## src/sv/ldd_pkg.sv

```systemverilog
`timescale 1ns / 1ps
// ----------------------------------------------------------------------------
// Light dip detector package
// Shared widths, constants, register map and the structs passed between the
// detector core and the top level.
// ----------------------------------------------------------------------------
package ldd_pkg;

    localparam int SAMPLE_W = 12;
    localparam int FRAC_W   = 16;
    localparam int AVG_W    = SAMPLE_W + FRAC_W;
    localparam int WIN_W    = 10;
    localparam int DIPS_W   = 9;
    localparam int TOTAL_W  = 40;
    localparam int SHIFT_W  = 5;
    localparam int ADDR_W   = 4;

    localparam logic [WIN_W-1:0]   WINDOW_CAPACITY = WIN_W'(1000);
    localparam logic [DIPS_W-1:0]  DIPS_MAX        = '1;
    localparam logic [TOTAL_W-1:0] TOTAL_MAX       = '1;

    localparam logic [SHIFT_W-1:0] SHIFT_MIN = SHIFT_W'(1);
    localparam logic [SHIFT_W-1:0] SHIFT_MAX = SHIFT_W'(16);

    localparam logic [SAMPLE_W-1:0] DROP_LEVEL_RESET      = SAMPLE_W'(228);
    localparam logic [SAMPLE_W-1:0] RISE_MARGIN_RESET     = SAMPLE_W'(68);
    localparam logic [SHIFT_W-1:0]  SMOOTHING_SHIFT_RESET = SHIFT_W'(10);

    localparam logic [1:0] REG_DROP_LEVEL      = 2'd0;
    localparam logic [1:0] REG_RISE_MARGIN     = 2'd1;
    localparam logic [1:0] REG_SMOOTHING_SHIFT = 2'd2;

    typedef struct packed {
        logic [SAMPLE_W-1:0] drop_level;
        logic [SAMPLE_W-1:0] rise_margin;
        logic [SHIFT_W-1:0]  smoothing_shift;
    } ldd_cfg_t;

    typedef struct packed {
        logic [AVG_W-1:0]   average;
        logic [WIN_W-1:0]   window_samples;
        logic [DIPS_W-1:0]  dip_count;
        logic [TOTAL_W-1:0] total_samples;
        logic               in_dip;
        logic               is_report;
    } ldd_result_t;

endpackage

```

## src/sv/ldd_core.sv

```systemverilog
`timescale 1ns / 1ps
// ----------------------------------------------------------------------------
// Light dip detector core
// Holds the average, window and dip state, updates it for each accepted
// transfer and forms the matching result in the same cycle.
// ----------------------------------------------------------------------------
module ldd_core
    import ldd_pkg::*;
(
    input  logic                aclk,
    input  logic                aresetn,
    input  logic                accept,
    input  logic                req_type,
    input  logic [SAMPLE_W-1:0] sample,
    input  ldd_cfg_t            cfg,
    output ldd_result_t         result
);

    logic [AVG_W-1:0]   avg_reg,   avg_next;
    logic [WIN_W-1:0]   win_reg,   win_next;
    logic [DIPS_W-1:0]  dips_reg,  dips_next;
    logic [TOTAL_W-1:0] total_reg, total_next;
    logic               flag_reg,  flag_next;

    always_comb begin
        logic [SHIFT_W-1:0] sh;
        logic [AVG_W-1:0]   scaled;
        logic [AVG_W-1:0]   diff;
        logic [AVG_W:0]     round_add;
        logic [AVG_W:0]     neg_sum;
        logic [AVG_W-1:0]   avg_upd;
        logic [AVG_W:0]     s_plus_d;
        logic [AVG_W:0]     a_plus_h;
        logic               start;
        logic               stop;
        logic               flag1;
        logic [DIPS_W-1:0]  dips1;

        if (cfg.smoothing_shift < SHIFT_MIN) begin
            sh = SHIFT_MIN;
        end else if (cfg.smoothing_shift > SHIFT_MAX) begin
            sh = SHIFT_MAX;
        end else begin
            sh = cfg.smoothing_shift;
        end

        scaled    = {sample, FRAC_W'(0)};
        diff      = (scaled >= avg_reg) ? (scaled - avg_reg) : (avg_reg - scaled);
        round_add = ((AVG_W+1)'(1) << sh) - (AVG_W+1)'(1);
        neg_sum   = ({1'b0, diff} + round_add) >> sh;

        if (total_reg == '0) begin
            avg_upd = scaled;
        end else if (scaled >= avg_reg) begin
            avg_upd = avg_reg + (diff >> sh);
        end else begin
            avg_upd = avg_reg - neg_sum[AVG_W-1:0];
        end

        s_plus_d = {1'b0, scaled} + {1'b0, cfg.drop_level, FRAC_W'(0)};
        a_plus_h = {1'b0, avg_upd} + {1'b0, cfg.rise_margin, FRAC_W'(0)};
        start    = !flag_reg && (s_plus_d < {1'b0, avg_upd});
        flag1    = flag_reg || start;
        dips1    = (start && dips_reg != DIPS_MAX) ? dips_reg + DIPS_W'(1) : dips_reg;
        stop     = flag1 && (s_plus_d > a_plus_h);

        avg_next   = avg_reg;
        win_next   = win_reg;
        dips_next  = dips_reg;
        total_next = total_reg;
        flag_next  = flag_reg;

        result.average        = avg_reg;
        result.window_samples = win_reg;
        result.dip_count      = dips_reg;
        result.total_samples  = total_reg;
        result.in_dip         = flag_reg;
        result.is_report      = req_type;

        if (req_type) begin
            win_next  = '0;
            dips_next = '0;
            flag_next = 1'b0;
        end else begin
            avg_next   = avg_upd;
            total_next = (total_reg == TOTAL_MAX) ? total_reg
                                                  : total_reg + TOTAL_W'(1);
            if (win_reg < WINDOW_CAPACITY) begin
                win_next  = win_reg + WIN_W'(1);
                dips_next = dips1;
                flag_next = flag1 && !stop;
            end
            result.average        = avg_next;
            result.window_samples = win_next;
            result.dip_count      = dips_next;
            result.total_samples  = total_next;
            result.in_dip         = flag_next;
        end
    end

    always_ff @(posedge aclk) begin
        if (!aresetn) begin
            avg_reg   <= '0;
            win_reg   <= '0;
            dips_reg  <= '0;
            total_reg <= '0;
            flag_reg  <= 1'b0;
        end else if (accept) begin
            avg_reg   <= avg_next;
            win_reg   <= win_next;
            dips_reg  <= dips_next;
            total_reg <= total_next;
            flag_reg  <= flag_next;
        end
    end

endmodule

```

## src/sv/light_dip_detector.sv

```systemverilog
`timescale 1ns / 1ps
// Each result is registered in the output register, or in the skid register while the output is stalled.
// Throughput: one transfer per cycle while the skid register is empty; the
// average update and the dip compares are combinational into the state registers.
// A two-entry output buffer keeps the input side open while one result waits.
// Reset (aresetn low, synchronous) clears core and valid state, loads register defaults.
// ----------------------------------------------------------------------------
// Light dip detector
// Tracks an exponential average of light samples, counts dips with
// hysteresis per window and reports the window on request.
// ----------------------------------------------------------------------------
module light_dip_detector
    import ldd_pkg::*;
(
    input  logic                aclk,
    input  logic                aresetn,

    input  logic                psel,
    input  logic                penable,
    input  logic                pwrite,
    input  logic [ADDR_W-1:0]   paddr,
    input  logic [31:0]         pwdata,
    output logic [31:0]         prdata,
    output logic                pready,

    input  logic                s_valid,
    output logic                s_ready,
    input  logic                s_req_type,
    input  logic [SAMPLE_W-1:0] s_sample,

    output logic                m_valid,
    input  logic                m_ready,
    output logic [AVG_W-1:0]    m_average,
    output logic [WIN_W-1:0]    m_window_samples,
    output logic [DIPS_W-1:0]   m_dip_count,
    output logic [TOTAL_W-1:0]  m_total_samples,
    output logic                m_in_dip,
    output logic                m_is_report
);

    ldd_cfg_t    cfg_reg;
    ldd_result_t result;
    ldd_result_t out_reg;
    ldd_result_t skid_reg;
    logic        out_valid_reg;
    logic        skid_valid_reg;
    logic        accept;
    logic        cfg_write;

    assign pready    = 1'b1;
    assign cfg_write = psel && penable && pwrite && pready;

    always_ff @(posedge aclk) begin
        if (!aresetn) begin
            cfg_reg.drop_level      <= DROP_LEVEL_RESET;
            cfg_reg.rise_margin     <= RISE_MARGIN_RESET;
            cfg_reg.smoothing_shift <= SMOOTHING_SHIFT_RESET;
        end else if (cfg_write) begin
            case (paddr[3:2])
                REG_DROP_LEVEL:      cfg_reg.drop_level      <= pwdata[SAMPLE_W-1:0];
                REG_RISE_MARGIN:     cfg_reg.rise_margin     <= pwdata[SAMPLE_W-1:0];
                REG_SMOOTHING_SHIFT: cfg_reg.smoothing_shift <= pwdata[SHIFT_W-1:0];
                default: ;
            endcase
        end
    end

    always_comb begin
        case (paddr[3:2])
            REG_DROP_LEVEL:      prdata = 32'(cfg_reg.drop_level);
            REG_RISE_MARGIN:     prdata = 32'(cfg_reg.rise_margin);
            REG_SMOOTHING_SHIFT: prdata = 32'(cfg_reg.smoothing_shift);
            default:             prdata = '0;
        endcase
    end

    assign s_ready = !skid_valid_reg;
    assign accept  = s_valid && s_ready;

    ldd_core u_core (
        .aclk     (aclk),
        .aresetn  (aresetn),
        .accept   (accept),
        .req_type (s_req_type),
        .sample   (s_sample),
        .cfg      (cfg_reg),
        .result   (result)
    );

    always_ff @(posedge aclk) begin
        if (!aresetn) begin
            out_valid_reg  <= 1'b0;
            skid_valid_reg <= 1'b0;
        end else if (m_ready || !out_valid_reg) begin
            if (skid_valid_reg) begin
                out_valid_reg  <= 1'b1;
                skid_valid_reg <= 1'b0;
            end else begin
                out_valid_reg  <= accept;
            end
        end else if (accept) begin
            skid_valid_reg <= 1'b1;
        end
    end

    always_ff @(posedge aclk) begin
        if (m_ready || !out_valid_reg) begin
            if (skid_valid_reg) begin
                out_reg <= skid_reg;
            end else if (accept) begin
                out_reg <= result;
            end
        end else if (accept) begin
            skid_reg <= result;
        end
    end

    assign m_valid          = out_valid_reg;
    assign m_average        = out_reg.average;
    assign m_window_samples = out_reg.window_samples;
    assign m_dip_count      = out_reg.dip_count;
    assign m_total_samples  = out_reg.total_samples;
    assign m_in_dip         = out_reg.in_dip;
    assign m_is_report      = out_reg.is_report;

endmodule

```

## config.mk

```make
export PLATFORM = sky130hd
export DESIGN_NAME = light_dip_detector
export DESIGN_NICKNAME = d
export VERILOG_FILES = /design/src/sv/ldd_pkg.sv /design/src/sv/ldd_core.sv /design/src/sv/light_dip_detector.sv
export SDC_FILE = /design/constraint.sdc
export NUM_CORES = 1
export LEC_CHECK = 0
export BUFFER_PORTS_ARGS = -buffer_cell sky130_fd_sc_hd__clkbuf_2
export CORE_MARGIN = 4
export CORE_UTILIZATION = 30
export DETAILED_ROUTE_END_ITERATION = 8
export HOLD_SLACK_MARGIN = 0.1
export MAX_ROUTING_LAYER = met4
export PLACE_DENSITY_LB_ADDON = 0.15
export SYNTH_ARGS = -nofsm -noshare
export SYNTH_HDL_FRONTEND = slang
export SYNTH_HIERARCHICAL = 1
export SYNTH_SLANG_ARGS = --single-unit
```

## constraint.sdc

```tcl
create_clock -name aclk -period 18.24 [get_ports aclk]
set_input_delay 0 -clock aclk [delete_from_list [all_inputs] [get_ports aclk]]
set_output_delay 0 -clock aclk [all_outputs]
set_load 0.01 [all_outputs]
```

Yosys cells after proc, flatten, opt, wreduce, memory -nomap -nowiden
Cells that the tools add are included.
- register bits after elaboration: 297
- input bits: 56
- output and inout port bits: 124
- logic and storage cells: 90
- add/subtract/negate cells: 11
- $lt $le $gt $ge: 6
- eq/ne operators: 4
- shift-type cells: 3
- muxes and demuxes: 18
- bitwise operators: 3
- reductions and logical operators: 23
- operators with widths (kind ; number):
    $mux W89 ; 2
    $mux W88 ; 1
    $mux W28 ; 3
    $sub A28 B28 Y28 ; 3
    $add A28 B28 Y29 ; 2
    $add A40 B1 Y40 const B ; 1
    $eq A40 B40 Y1 const B ; 1
    $logic_not A40 Y1 ; 1
    $mux W40 ; 1
    $pmux W12 S3 ; 1
    $add A28 B29 Y29 ; 1
    $gt A29 B29 Y1 ; 1
    $lt A29 B28 Y1 ; 1
    $shl A1 B5 Y29 const A ; 1
    $shr A29 B5 Y28 ; 1
    $sub A29 B2 Y29 const B ; 1
    $add A28 B28 Y28 ; 1
    $ge A28 B28 Y1 ; 1
    $shr A28 B5 Y28 ; 1
    $mux W9 ; 3
    $mux W10 ; 2
    $reduce_and A2 Y1 ; 6
    $add A10 B1 Y10 const B ; 1
    $lt A10 B10 Y1 const B ; 1
    other kinds (15) ; 30

Logic depth before layout (Yosys ltp)
- word-level depth: 20
- gate-level depth with buffers: 65
- depth with buffers taken out: 63

Hierarchy
The synthesis kept the hierarchy.
- by module, submodules not included (module ; times used ; cells an instance ; area an instance (um2) ; seq. area each (um2)):
    ldd_core ; 1 ; 2371 ; 16519.6 ; 1761.7
    light_dip_detector ; 1 ; 460 ; 8037.7 ; 5965.7

Worst setup path before layout
No wires, ideal clock.
- path kind: register to register
- start point: register u_core.avg_reg[4]
- end point: register out_reg, in the netlist m_in_dip (data pin)
- setup time: 262 ps
- arrival time: 12155 ps
- required time: 17978 ps
- path slack: 5823 ps
- cell stages (with the launch flop): 63
- path buffers: 3
- clock period less this slack: 12417 ps
- path through: dfxtp_1 clkbuf_1 or4_1 or4_1 nor4_1 a211oi_1 o211ai_2 and2_1 buf_2 buf_1 a21oi_1 ha_1 inv_1 ha_1 fa_1 a21o_1 a221oi_4 o2111ai_4 [27 not listed] nand2b_1 a21o_1 a21o_1 a21o_1 a21o_1 xnor2_1 ha_1 and4_1 nand3_1 o21ai_0 o21ai_0 nand2b_1 a21oi_1 a211oi_1 nor2_1 o21ai_0 o21ai_0 mux2_1
- RTL lines (what ; RTL line ; text):
    start, declared ; ldd_core.sv:19 ; logic [AVG_W-1:0] avg_reg, avg_next;
    start signal, assigned ; ldd_core.sv:109 ; avg_reg <= avg_next;
    end signal, assigned ; light_dip_detector.sv:109 ; out_reg <= skid_reg;
    end signal, assigned ; light_dip_detector.sv:111 ; out_reg <= result;
    end, declared ; light_dip_detector.sv:43 ; ldd_result_t out_reg;

==> load_flow_metrics.sql <==
INSERT INTO impl_metrics (metric_group, metric, value, unit) VALUES
('worst_setup_path', 'reg2reg_setup_slack', '2210', 'ps'),
('sta', 'worstMarginPinSlew', '1260', 'ps'),
('floorplan', 'placeableCoreArea', '80800', 'um^2'),
('detailed_routing', 'drcViolationCount', '0', ''),
('layout', 'utilization', '34.2', '%'),
('worst_setup_path', 'max_stage_delay', '880', 'ps'),
('layout', 'design.final.nets', '3159', ''),
('cts', 'cts_num_sinks', '297', ''),
('pwr', 'power.share.sequential', '16.2', '%'),
('worst_setup_path', 'worstRegToRegCells', '58', ''),
('detailed_routing', 'num_vias', '21799', ''),
('pwr', 'max-vdd-ir-drop', '0.173', 'mV'),
('cts', 'insertion_delay', '550', 'ps'),
('global_route', 'grt.total_usage', '19.3', '%'),
('sta', 'finalClockSkew', '35.8', 'ps'),
('worst_setup_path', 'rr_startpoint', 'u_core/avg_reg[3]$_SDFFE_PN0P_', ''),
('synthesis', 'syn-cell-area', '24600', 'um^2'),
('layout', 'antenna_cells', '0', ''),
('global_route', 'via_count_of_the_first_global_routing_pass', '21317', ''),
('detailed_routing', 'drt_pre_antenna_iters', '5', ''),
('pwr', 'power_report.internal_total', '2.32', 'mW'),
('worst_setup_path', 'timing.critical_path.fanout_max', '43', ''),
('place', 'detailedPlace.worstSlack', '2430', 'ps'),
('synthesis', 'number_of_cells_produced_by_synthesis', '2831', ''),
('cts', 'cts_htree_levels', '2', ''),
('sta', 'post_route_minimum_period', '16030', 'ps'),
('sta', 'timing_max_transition_violations_final', '0', ''),
('synthesis', 'yosysSeqAreaShare', '31.5', '%'),
('run_status', 'run_status', 'complete, no violations', ''),
('detailed_routing', 'drt-initial-drc-count', '1573', ''),
('min_path', 'hp-start', 's_sample[1]', ''),
('layout', 'final-instance-count-excl-fill', '4016', ''),
('floorplan', 'die_h', '294', 'um'),
('layout', 'layout_commonest_cell', 'sky130_fd_sc_hd__nand2_1', ''),
('worst_setup_path', 'crit_top_cell', 'sky130_fd_sc_hd__o21ai_0', ''),
('floorplan', 'die_outline_area', '86500', 'um^2'),
('detailed_routing', 'wl', '83.7', 'mm'),
('sta', 'rsz0062_at_grt', 'false', ''),
('min_path', 'hold_path.class', 'input port to flip-flop', ''),
('pwr', 'total_switching_power', '2.48', 'mW'),
('floorplan', 'pin_count', '180', ''),
('synthesis', 'yosys_warnings', '6', ''),
('global_route', 'pin_count_of_the_biggest_net_entering_global_routing', '74', ''),
('floorplan', 'die_w', '294', 'um'),
('run', 'maximum_capacitance_violations', '0', ''),
('worst_setup_path', 'end_kind', 'flip-flop', ''),
('pwr', 'power_density', '173', 'nW/um^2'),
('sta', 'fin_tns_setup', '0', 'ps'),
('pwr', 'power.combinational.fraction', '69.2', '%'),
('pwr', 'sw_frac_of_total', '51.7', '%'),
('synthesis', 'postSynth.topFlopCell', 'sky130_fd_sc_hd__edfxtp_1', ''),
('cts', 'clock_tree.buffer_depth', '3', ''),
('min_path', 'min_to', 'u_core/avg_reg[17]$_SDFFE_PN0P_', ''),
('place', 'placed_cells_incl_taps', '3914', ''),
('global_route', 'initial_antenna_violation_count', '0', ''),
('worst_setup_path', 'worst_path_max_delay_cell', 'sky130_fd_sc_hd__nor4_1', ''),
('layout', 'layout-drive-gt1-share', '10.7', '%'),
('detailed_routing', 'route.antenna.remaining_nets', '0', ''),
('synthesis', 'syn_avg_cell_area', '8.67', 'um^2'),
('worst_setup_path', 'path_class', 'flip-flop to flip-flop', ''),
('layout', 'commonest_non_fill_non_tap_cells_in_the_layout', '266 x sky130_fd_sc_hd__nand2_1, 235 x sky130_fd_sc_hd__nor2_1, 183 x sky130_fd_sc_hd__a21oi_1, 178 x sky130_fd_sc_hd__edfxtp_1, 170 x sky130_fd_sc_hd__ha_1', ''),
('pwr', 'power.clock.fraction', '14.6', '%'),
('cts', 'cts_tree', 'yes', ''),
('sta', 'clock.fmax', '0.0624', 'GHz'),
('place', 'dp_hpwl', '64.1', 'mm'),
('pwr', 'p_leak', '11.3', 'nW'),
('sta', 'finalSetupViolCount', '0', ''),
('cts', 'cts-buffers-inserted', '37', ''),
('sta', 'final_critical_path_setup_slack', '2210', 'ps'),
('worst_setup_path', 'crit-reg2reg-capture', 'm_in_dip$_DFFE_PP_', ''),
('worst_setup_path', 'crit_path_max_delay_family', 'compound AO/OA/AOI/OAI gates', '');
[cells by family after synthesis]
logic type      share of synthesized area [%]
other cells                            0.0459
compound gates                           19.7
simple gates                             18.9
buf+inv                                  5.84
xor+xnor                                 6.87
fa+ha+maj                                9.07
flops                                    31.5
mux                                      8.12
[power groups by stage]
stage	combinational, mW	sequential (mW)	clock, mW
4_1_cts	3.26	0.776	0.725
2_1_floorplan	2.34	0.790	0
3_3_place_gp	3.23	0.789	0
5_1_grt	3.61	0.779	0.752
3_5_place_dp	3.24	0.790	0
6_report	3.32	0.775	0.702
[layer usage]
metal | up-vias | wire [um] | global-route usage, %
met3 | 111 | 4190 | 2.00
li1 | 10505 | - | -
met5 | - | 0 | -
met2 | 642 | 39100 | 31.5
met1 | 10541 | 38800 | 26.1
met4 | 0 | 1710 | 4.22
[synth_stat cells, types with 16 or more instances]
cell type                  number  area (um^2)
sky130_fd_sc_hd__clkbuf_1     107          402
sky130_fd_sc_hd__o22ai_1       22          138
sky130_fd_sc_hd__buf_2         33          165
sky130_fd_sc_hd__inv_1        149          559
sky130_fd_sc_hd__nand3_1       91          455
sky130_fd_sc_hd__a211oi_1      33          248
sky130_fd_sc_hd__mux2_1        89         1000
sky130_fd_sc_hd__o21ai_1       19         95.1
sky130_fd_sc_hd__or2_2         18          113
sky130_fd_sc_hd__o21a_1        29          218
sky130_fd_sc_hd__and3_1        23          144
sky130_fd_sc_hd__nor2_1       241          905
sky130_fd_sc_hd__dfxtp_1      119         2380
sky130_fd_sc_hd__buf_4         26          195
sky130_fd_sc_hd__nand2_1      266          998
sky130_fd_sc_hd__a21o_1        47          353
sky130_fd_sc_hd__o21ai_0      113          566
sky130_fd_sc_hd__o21bai_1      16          120
sky130_fd_sc_hd__a21oi_1      183          916
sky130_fd_sc_hd__nor3_1        65          325
sky130_fd_sc_hd__ha_1         170         2130
sky130_fd_sc_hd__mux2i_1       84          841
sky130_fd_sc_hd__xor2_1        74          648
sky130_fd_sc_hd__or3_1         31          194
sky130_fd_sc_hd__nor2b_1       34          213
sky130_fd_sc_hd__nand2b_1      17          106
sky130_fd_sc_hd__xnor2_1      110          963
sky130_fd_sc_hd__nor4_1        29          181
sky130_fd_sc_hd__o31ai_1       19          143
sky130_fd_sc_hd__nand4_1       38          238
sky130_fd_sc_hd__edfxtp_1     178         5350
sky130_fd_sc_hd__o211ai_1      24          180
sky130_fd_sc_hd__and2_1        30          188
sky130_fd_sc_hd__a31oi_1       23          144
[cell type report]
type	count	area, um^2
Tap cell	1060	1330
Sequential cell	297	7730
Clock buffer	51	988
Fill cell	8394	53100
Multi-Input combinational cell	2231	15600
Inverter	152	571
Clock inverter	16	168
Timing Repair Buffer	209	1320
[how the worst max path moves through the flow]
stage                                         startpoint            endpoint  slack [ps]  cells after the start
after floorplan           u_core/avg_reg[4]$_SDFFE_PN0P_  m_in_dip$_DFFE_PP_        5820                     62
after global placement    u_core/avg_reg[3]$_SDFFE_PN0P_  m_in_dip$_DFFE_PP_        2630                     58
after detailed placement  u_core/avg_reg[3]$_SDFFE_PN0P_  m_in_dip$_DFFE_PP_        2430                     58
after CTS                 u_core/avg_reg[3]$_SDFFE_PN0P_  m_in_dip$_DFFE_PP_        2360                     58
after global routing      u_core/avg_reg[3]$_SDFFE_PN0P_  m_in_dip$_DFFE_PP_        1160                     58
final                     u_core/avg_reg[3]$_SDFFE_PN0P_  m_in_dip$_DFFE_PP_        2210                     58
[through the flow]
stage,hold slack [ps],instance area (um^2),total power [mW]
2_1_floorplan,88.8,24700,3.13
3_3_place_gp,248,26200,4.01
3_5_place_dp,256,26200,4.03
4_1_cts,105,27700,4.76
5_1_grt,160,27700,5.14
6_report,109,27700,4.80
[what timing repair did]
item | 4_1_cts | 5_1_grt
endpoints found under the setup margin | 0 | 0
endpoints found under the hold margin | 46 | 0
gates resized for setup | 0 | 0
hold buffers | 35 | 0
[worst register-to-register path: cells and delay by family, from the launching register on]
kind | cells | cell delay (ps)
muxes | 2 | 470
buffers and inverters | 4 | 840
xor gates and xnor gates | 4 | 860
DFF | 1 | 420
AOI/OAI and AO/OA | 25 | 6250
and+or+nand+nor | 18 | 5450
adders and majority gates | 5 | 1520
(Power assumes the default switching activity.)
